### src/rtl/ffta_pkg.sv
package ffta_pkg;

    localparam int POOL_DEPTH = 256;
    localparam int TAG_WIDTH  = 8;
    localparam int ADDR_W     = $clog2(POOL_DEPTH);
    localparam int CNT_W      = ADDR_W + 1;

    localparam logic REQ_ALLOC = 1'b0;
    localparam logic REQ_FREE  = 1'b1;

    localparam logic [1:0] STAT_OK        = 2'd0;
    localparam logic [1:0] STAT_NO_FIT    = 2'd1;
    localparam logic [1:0] STAT_NOT_ALLOC = 2'd2;
    localparam logic [1:0] STAT_ZERO_SIZE = 2'd3;

    localparam logic [CNT_W-1:0] POOL_RESET = CNT_W'(POOL_DEPTH);

    typedef enum logic [1:0] {
        ST_IDLE,
        ST_SCAN,
        ST_WRITE,
        ST_FREE
    } ffta_state_t;

    function automatic logic [TAG_WIDTH-1:0] tag_advance(input logic [TAG_WIDTH-1:0] t);
        logic [TAG_WIDTH-1:0] n;
        n = t + 1'b1;
        if (n == '0)
        begin
            n = TAG_WIDTH'(1);
        end
        return n;
    endfunction

endpackage

### src/rtl/ffta_ram.sv
module ffta_ram #(
    parameter int WIDTH = 8,
    parameter int DEPTH = 256
) (
    input  logic                     clk,
    input  logic                     we,
    input  logic [$clog2(DEPTH)-1:0] waddr,
    input  logic [WIDTH-1:0]         wdata,
    input  logic [$clog2(DEPTH)-1:0] raddr,
    output logic [WIDTH-1:0]         rdata
);

    logic [WIDTH-1:0] mem [DEPTH];

    always_ff @(posedge clk)
    begin
        if (we)
        begin
            mem[waddr] <= wdata;
        end
        rdata <= mem[raddr];
    end

endmodule

### src/rtl/first_fit_tagged_allocator_unit.sv
// zero size allocate or free outside the pool: done in the cycle after the start transfer
// allocate: one unit scanned per cycle; no fit answers once every unit of the pool has been read
// (without a read when the pool is empty); a fit writes the current tag to each unit of the block, then answers
// free clears the run of units holding the tag at free_address; a free unit there answers not-allocated
// one request at a time, next start taken in the done cycle; the receiver cannot stall
// reset clears the whole map at once through per-unit valid flops, tag 1, pool_size 256
module first_fit_tagged_allocator_unit
    import ffta_pkg::*;
(
    input  logic                 clk,
    input  logic                 rst_n,
    input  logic                 start,
    output logic                 busy,
    input  logic                 req_type,
    input  logic [CNT_W-1:0]     alloc_size,
    input  logic [ADDR_W-1:0]    free_address,
    output logic                 done,
    output logic [1:0]           status,
    output logic [ADDR_W-1:0]    block_address,
    output logic [TAG_WIDTH-1:0] block_tag,
    input  logic                 cfg_valid,
    output logic                 cfg_ready,
    input  logic [CNT_W-1:0]     cfg_data
);

    ffta_state_t state_reg, state_next;
    logic [CNT_W-1:0]     pool_reg;
    logic [TAG_WIDTH-1:0] tag_reg, tag_next;
    logic [CNT_W-1:0]     idx_reg, idx_next;
    logic [CNT_W-1:0]     chk_reg, chk_next;
    logic                 pend_reg, pend_next;
    logic                 first_reg, first_next;
    logic [CNT_W-1:0]     run_reg, run_next;
    logic [CNT_W-1:0]     size_reg, size_next;
    logic [ADDR_W-1:0]    blk_reg, blk_next;
    logic [TAG_WIDTH-1:0] ftag_reg, ftag_next;
    logic                 done_reg, done_next;
    logic [1:0]           status_reg, status_next;
    logic [ADDR_W-1:0]    baddr_reg, baddr_next;
    logic [TAG_WIDTH-1:0] btag_reg, btag_next;

    logic [POOL_DEPTH-1:0] valid_reg;
    logic                  vld_rd_reg;

    logic [CNT_W-1:0]     n_units;
    logic                 rd_go;
    logic                 ram_we;
    logic                 set_en;
    logic                 clr_en;
    logic [TAG_WIDTH-1:0] ram_rdata;
    logic [TAG_WIDTH-1:0] map_data;
    logic [CNT_W-1:0]     run_inc;
    logic [CNT_W-1:0]     start_idx;

    assign n_units   = (pool_reg > POOL_RESET) ? POOL_RESET : pool_reg;
    assign map_data  = vld_rd_reg ? ram_rdata : '0;
    assign run_inc   = run_reg + 1'b1;
    assign start_idx = chk_reg + 1'b1 - size_reg;
    assign rd_go     = (idx_reg < n_units);

    assign busy          = (state_reg != ST_IDLE);
    assign cfg_ready     = 1'b1;
    assign done          = done_reg;
    assign status        = status_reg;
    assign block_address = baddr_reg;
    assign block_tag     = btag_reg;

    ffta_ram #(
        .WIDTH(TAG_WIDTH),
        .DEPTH(POOL_DEPTH)
    ) u_map (
        .clk   (clk),
        .we    (ram_we),
        .waddr (idx_reg[ADDR_W-1:0]),
        .wdata (tag_reg),
        .raddr (idx_reg[ADDR_W-1:0]),
        .rdata (ram_rdata)
    );

    always_ff @(posedge clk or negedge rst_n)
    begin
        if (!rst_n)
        begin
            state_reg <= ST_IDLE;
            pool_reg  <= POOL_RESET;
            tag_reg   <= TAG_WIDTH'(1);
            done_reg  <= 1'b0;
            valid_reg <= '0;
            pend_reg  <= 1'b0;
            first_reg <= 1'b0;
        end
        else
        begin
            state_reg <= state_next;
            tag_reg   <= tag_next;
            done_reg  <= done_next;
            pend_reg  <= pend_next;
            first_reg <= first_next;
            if (cfg_valid && cfg_ready)
            begin
                pool_reg <= cfg_data;
            end
            if (set_en)
            begin
                valid_reg[idx_reg[ADDR_W-1:0]] <= 1'b1;
            end
            if (clr_en)
            begin
                valid_reg[chk_reg[ADDR_W-1:0]] <= 1'b0;
            end
        end
    end

    always_ff @(posedge clk)
    begin
        idx_reg    <= idx_next;
        chk_reg    <= chk_next;
        run_reg    <= run_next;
        size_reg   <= size_next;
        blk_reg    <= blk_next;
        ftag_reg   <= ftag_next;
        status_reg <= status_next;
        baddr_reg  <= baddr_next;
        btag_reg   <= btag_next;
        vld_rd_reg <= valid_reg[idx_reg[ADDR_W-1:0]];
    end

    always_comb
    begin
        state_next  = state_reg;
        tag_next    = tag_reg;
        idx_next    = idx_reg;
        chk_next    = chk_reg;
        pend_next   = pend_reg;
        first_next  = first_reg;
        run_next    = run_reg;
        size_next   = size_reg;
        blk_next    = blk_reg;
        ftag_next   = ftag_reg;
        done_next   = 1'b0;
        status_next = status_reg;
        baddr_next  = baddr_reg;
        btag_next   = btag_reg;
        ram_we      = 1'b0;
        set_en      = 1'b0;
        clr_en      = 1'b0;

        case (state_reg)
            ST_IDLE:
            begin
                if (start)
                begin
                    if (req_type == REQ_FREE)
                    begin
                        if ({1'b0, free_address} >= n_units)
                        begin
                            done_next   = 1'b1;
                            status_next = STAT_NOT_ALLOC;
                            baddr_next  = '0;
                            btag_next   = '0;
                        end
                        else
                        begin
                            state_next = ST_FREE;
                            idx_next   = {1'b0, free_address};
                            pend_next  = 1'b0;
                            first_next = 1'b1;
                        end
                    end
                    else if (alloc_size == '0)
                    begin
                        done_next   = 1'b1;
                        status_next = STAT_ZERO_SIZE;
                        baddr_next  = '0;
                        btag_next   = tag_reg;
                        tag_next    = tag_advance(tag_reg);
                    end
                    else
                    begin
                        state_next = ST_SCAN;
                        idx_next   = '0;
                        pend_next  = 1'b0;
                        run_next   = '0;
                        size_next  = alloc_size;
                    end
                end
            end

            ST_SCAN:
            begin
                pend_next = rd_go;
                if (rd_go)
                begin
                    idx_next = idx_reg + 1'b1;
                    chk_next = idx_reg;
                end
                if (pend_reg)
                begin
                    if (map_data == '0)
                    begin
                        run_next = run_inc;
                        if (run_inc == size_reg)
                        begin
                            state_next = ST_WRITE;
                            idx_next   = start_idx;
                            chk_next   = chk_reg;
                            blk_next   = start_idx[ADDR_W-1:0];
                        end
                    end
                    else
                    begin
                        run_next = '0;
                    end
                end
                else if (!rd_go)
                begin
                    state_next  = ST_IDLE;
                    done_next   = 1'b1;
                    status_next = STAT_NO_FIT;
                    baddr_next  = '0;
                    btag_next   = tag_reg;
                    tag_next    = tag_advance(tag_reg);
                end
            end

            ST_WRITE:
            begin
                ram_we = 1'b1;
                set_en = 1'b1;
                if (idx_reg == chk_reg)
                begin
                    state_next  = ST_IDLE;
                    done_next   = 1'b1;
                    status_next = STAT_OK;
                    baddr_next  = blk_reg;
                    btag_next   = tag_reg;
                    tag_next    = tag_advance(tag_reg);
                end
                else
                begin
                    idx_next = idx_reg + 1'b1;
                end
            end

            ST_FREE:
            begin
                pend_next = rd_go;
                if (rd_go)
                begin
                    idx_next = idx_reg + 1'b1;
                    chk_next = idx_reg;
                end
                if (pend_reg)
                begin
                    if (first_reg)
                    begin
                        if (map_data == '0)
                        begin
                            state_next  = ST_IDLE;
                            done_next   = 1'b1;
                            status_next = STAT_NOT_ALLOC;
                            baddr_next  = '0;
                            btag_next   = '0;
                        end
                        else
                        begin
                            ftag_next  = map_data;
                            first_next = 1'b0;
                            clr_en     = 1'b1;
                        end
                    end
                    else if (map_data == ftag_reg)
                    begin
                        clr_en = 1'b1;
                    end
                    else
                    begin
                        state_next  = ST_IDLE;
                        done_next   = 1'b1;
                        status_next = STAT_OK;
                        baddr_next  = '0;
                        btag_next   = ftag_reg;
                    end
                end
                else if (!rd_go)
                begin
                    state_next  = ST_IDLE;
                    done_next   = 1'b1;
                    status_next = STAT_OK;
                    baddr_next  = '0;
                    btag_next   = ftag_reg;
                end
            end

            default:
            begin
                state_next = ST_IDLE;
            end
        endcase
    end

`ifndef SYNTHESIS
    a_done_after_busy: assert property (@(posedge clk) disable iff (!rst_n)
        done |-> $past(busy || start))
        else $error("result strobe without a request in flight");

    a_idle_holds: assert property (@(posedge clk) disable iff (!rst_n)
        (!busy && !start) |=> !busy)
        else $error("became busy without a start");

    a_tag_nonzero: assert property (@(posedge clk) disable iff (!rst_n)
        tag_reg != '0)
        else $error("current tag took the free marker");

    a_fail_addr_zero: assert property (@(posedge clk) disable iff (!rst_n)
        (done && status != STAT_OK) |-> (block_address == '0 && !busy))
        else $error("failed request returned a block address");
`endif

endmodule

### config.mk
export PLATFORM = sky130hd
export DESIGN_NAME = first_fit_tagged_allocator_unit
export DESIGN_NICKNAME = d
export VERILOG_FILES = /design/src/rtl/ffta_pkg.sv /design/src/rtl/ffta_ram.sv /design/src/rtl/first_fit_tagged_allocator_unit.sv
export SDC_FILE = /design/constraint.sdc
export NUM_CORES = 2
export LEC_CHECK = 0
export BUFFER_PORTS_ARGS = -buffer_cell sky130_fd_sc_hd__buf_2
export CORE_ASPECT_RATIO = 1.4
export CORE_MARGIN = 2
export CORE_UTILIZATION = 50
export CTS_BUF_LIST = sky130_fd_sc_hd__clkbuf_8
export CTS_CLUSTER_SIZE = 14
export DETAILED_ROUTE_END_ITERATION = 10
export PLACE_DENSITY = 0.75
export RECOVER_POWER = 50
export SYNTH_ARGS = -nofsm -noshare
export SYNTH_HDL_FRONTEND = slang
export SYNTH_SLANG_ARGS = --single-unit
### constraint.sdc
create_clock -name clk -period 5.15 [get_ports clk]
set_clock_uncertainty 0.1 [all_clocks]
set_input_delay 0.2575 -clock clk [delete_from_list [all_inputs] [get_ports clk]]
set_output_delay 0.2575 -clock clk [all_outputs]
set_load 0.05 [all_outputs]
==> reports/qor.csv <==
metric,value,unit
status,"finished, violations left",
violations,"capacitance limit, slew limit",
first_pass_iters,7,
finalCritPeriodShare,87.68,%
syn_to_final_growth,12.39,%
numClockSinks,2405,
powerDensity,528.9,mW/mm2
crit_chain,clkbuf_1,
ys.flop_type,edfxtp_1,
vias,52160,
crit_path_max_fanout,96,
io_pins,52,
postRouteAntennaNets,0,
grt_start_max_net_pins,263,
slew_headroom,-135.3,%
drt_wl_total,264900,um
grt_pass1_wl,377000,um
critPathTopFamily,flip-flops,
drv_cap,15,
max-vdd-ir-drop,513.3,uV
hpwl,161000,um
rows,190,
cts_root_buf,clkbuf_8,
synth_nets,4791,
max_freq,0.2215,GHz
tightest_slew,3.529,ns
dpl_cell_area,0.1007,mm2
ys_top_cells_by_area,"edfxtp_1 66%, mux4_2 16%, dfrtp_1 7.2%",
largest_reg_flops,2048,
total_power,57.01,mW
drive_above_1_share,26.55,%
clock_latency,1.00,ns
ys_seq_elements,2405,
finalInstanceArea,0.1078,mm2
pre_cts_slack,1.268,ns
hold_viol_final,0,
async_flop_share,11.56,%
grtUsageTotal,26.93,%
synth_area_per_cell,20.33,um2
leakage,35.67,nW
fin_crit,4.516,ns
synth_top_area_cell,edfxtp_1,
grt_overflow,0,
drtIter0Drc,7780,
synth_edf_count,2118,
htreeDepth,5,
route.detailed.drc,0,
yosysSeqAreaShare,73.76,%
yosysTopAreaCellShare,66.32,%
final_nets,5219,
path_buf_inv,1,
finalSetupViolCount,0,
clockBufferDepth,4,
wl_per_cell,33.45,um
cp_data_required_time,5.59,ns
die_w,374.2,um
setup_tns,0,ns
synth_cells,4717,
ys_types,78,
coreArea,0.1911,mm2
port_buffers,50,
cts_setup_buffers,0,
critPathKind,reg -> reg,
cp.arrival,4.96,ns
numCtsBuffers,334,
grt_pass1_vias,52610,
cts_tree,done,
holdWs,0.1377,ns
cp-start-kind,register,
antenna_found_initial,12,
syn_area,0.09591,mm2
worst_path_max_delay_cell,dfrtp_1,
cp-end-kind,register,
fp.dieArea,0.1954,mm2
r2r_setup_slack,0.63,ns
clk_pin_slew,0.06,ns
rsz0062_at_grt,false,
fin_ws,0.6345,ns
cp_slowest_stage_delay,2.60,ns
slew_viol_final,1099,
hp-class,in -> reg,
gp_congestion,0.9932,
ys_warn_count,0,
avgViaCountPerCell,6.587,
die_h,522.2,um
start_util,50.18,%
tightest hold or removal path: cells and delay by family:
kind	cells	cell delay, ns
AO/OA/AOI/OAI	1	0.10
buffers and inverters	2	0.77
layout by cell type, fill, tap and decap left out, types with 31 or more instances in the layout:
master         Yosys  layout
dfrtp_1          276     273
xnor2_1           34      34
clkbuf_1         167      44
clkinv_2           0      43
dlygate4sd3_1      0      66
nand3_1           45      37
buf_12             0      31
mux4_2           666     666
clkinv_1           2      45
a2bb2oi_1        256     256
buf_4              8     207
mux2i_1           73      73
inv_1             34     151
clkbuf_8           0     371
a22oi_1           49      49
nand2_1           97      97
edfxtp_1        2118    2118
nor2_1           344     333
ha_1              42      42
a21oi_1           38      38
final timing paths:
check / startpoint / end / depth (start not counted)
setup reg to reg: tag_reg[6]$_DFFE_PN0P_ / u_map.mem[239][6]$_DFFE_PP_ / 1
max in group asynchronous: rst_n / tag_reg[7]$_DFFE_PN0P_ / 4
hold reg to reg: valid_reg[107]$_DFF_PN0_ / valid_reg[107]$_DFF_PN0_ / 1
min in group asynchronous: rst_n / tag_reg[0]$_DFFE_PN1P_ / 3
hold / removal: cfg_valid / pool_reg[8]$_DFFE_PN1P_ / 3
setup / recovery: tag_reg[6]$_DFFE_PN0P_ / u_map.mem[239][6]$_DFFE_PP_ / 1
metal layers:
| layer | global-route usage, % | vias up | wire length (um) |
|---|---|---|---|
| met3 | 7.135 | 810 | 30680 |
| met5 | 0.4901 | - | 201 |
| li1 | - | 20520 | - |
| met4 | 18.00 | 12 | 20020 |
| met2 | 42.79 | 3790 | 126800 |
| met1 | 32.61 | 27030 | 87170 |
cell type report:
cell class	count	area, um2
clock inverter	236	1439
multi-input combinational	1991	24050
timing repair buffer	377	3171
antenna	6	15.01
sequential	2405	70750
fill	13840	83340
inverter	36	135.1
clock buffer	371	5106
tap	2496	3123
synthesized netlist by cell type (all sizes together) (27+ instances only):
master and instances:
edfxtp 2118, mux4 666, nor2 347, dfrtp 276, a2bb2oi 256, clkbuf 167, buf 118, nand2 97
mux2i 73, a22oi 49, nand3 45, ha 42, a21oi 38, inv 34, xnor2 34, nor3 33
o21ai 27
through the flow:
step                std cells  util, %
finish                   7918    56.40
global route             7914    56.39
CTS                      7910    56.46
detailed placement       7236    52.67
global placement         7236    52.67
floorplan                4717        -
power by group:
part           total, mW  leakage [nW]  switching [mW]  internal (mW)
Sequential          25.0          23.1            1.20           23.8
Combinational       17.4          8.80            10.7           6.65
Clock               14.6          3.80            7.17           7.42
Total               57.0          35.7            19.1           37.9
cell families (layout without fill, tap and decap cells):
| kind of cell | Yosys count | after routing | share of synthesized area [%] |
|---|---|---|---|
| other cells | 1 | 7 | 0.003910 |
| simple gates | 628 | 628 | 2.909 |
| xor+xnor | 52 | 52 | 0.5323 |
| buf+inv | 321 | 1020 | 1.379 |
| fa+ha+maj | 43 | 43 | 0.5688 |
| mux | 750 | 750 | 16.53 |
| compound gates | 517 | 517 | 4.317 |
| flops | 2405 | 2405 | 73.76 |
what timing repair did:
action | in CTS | in global routing
hold buffers | 67 | 0
endpoints found under the setup margin | 0 | 0
hold endpoints to repair | 318 | 0
gates resized for setup | 0 | 0
(Power assumes the default switching activity.)
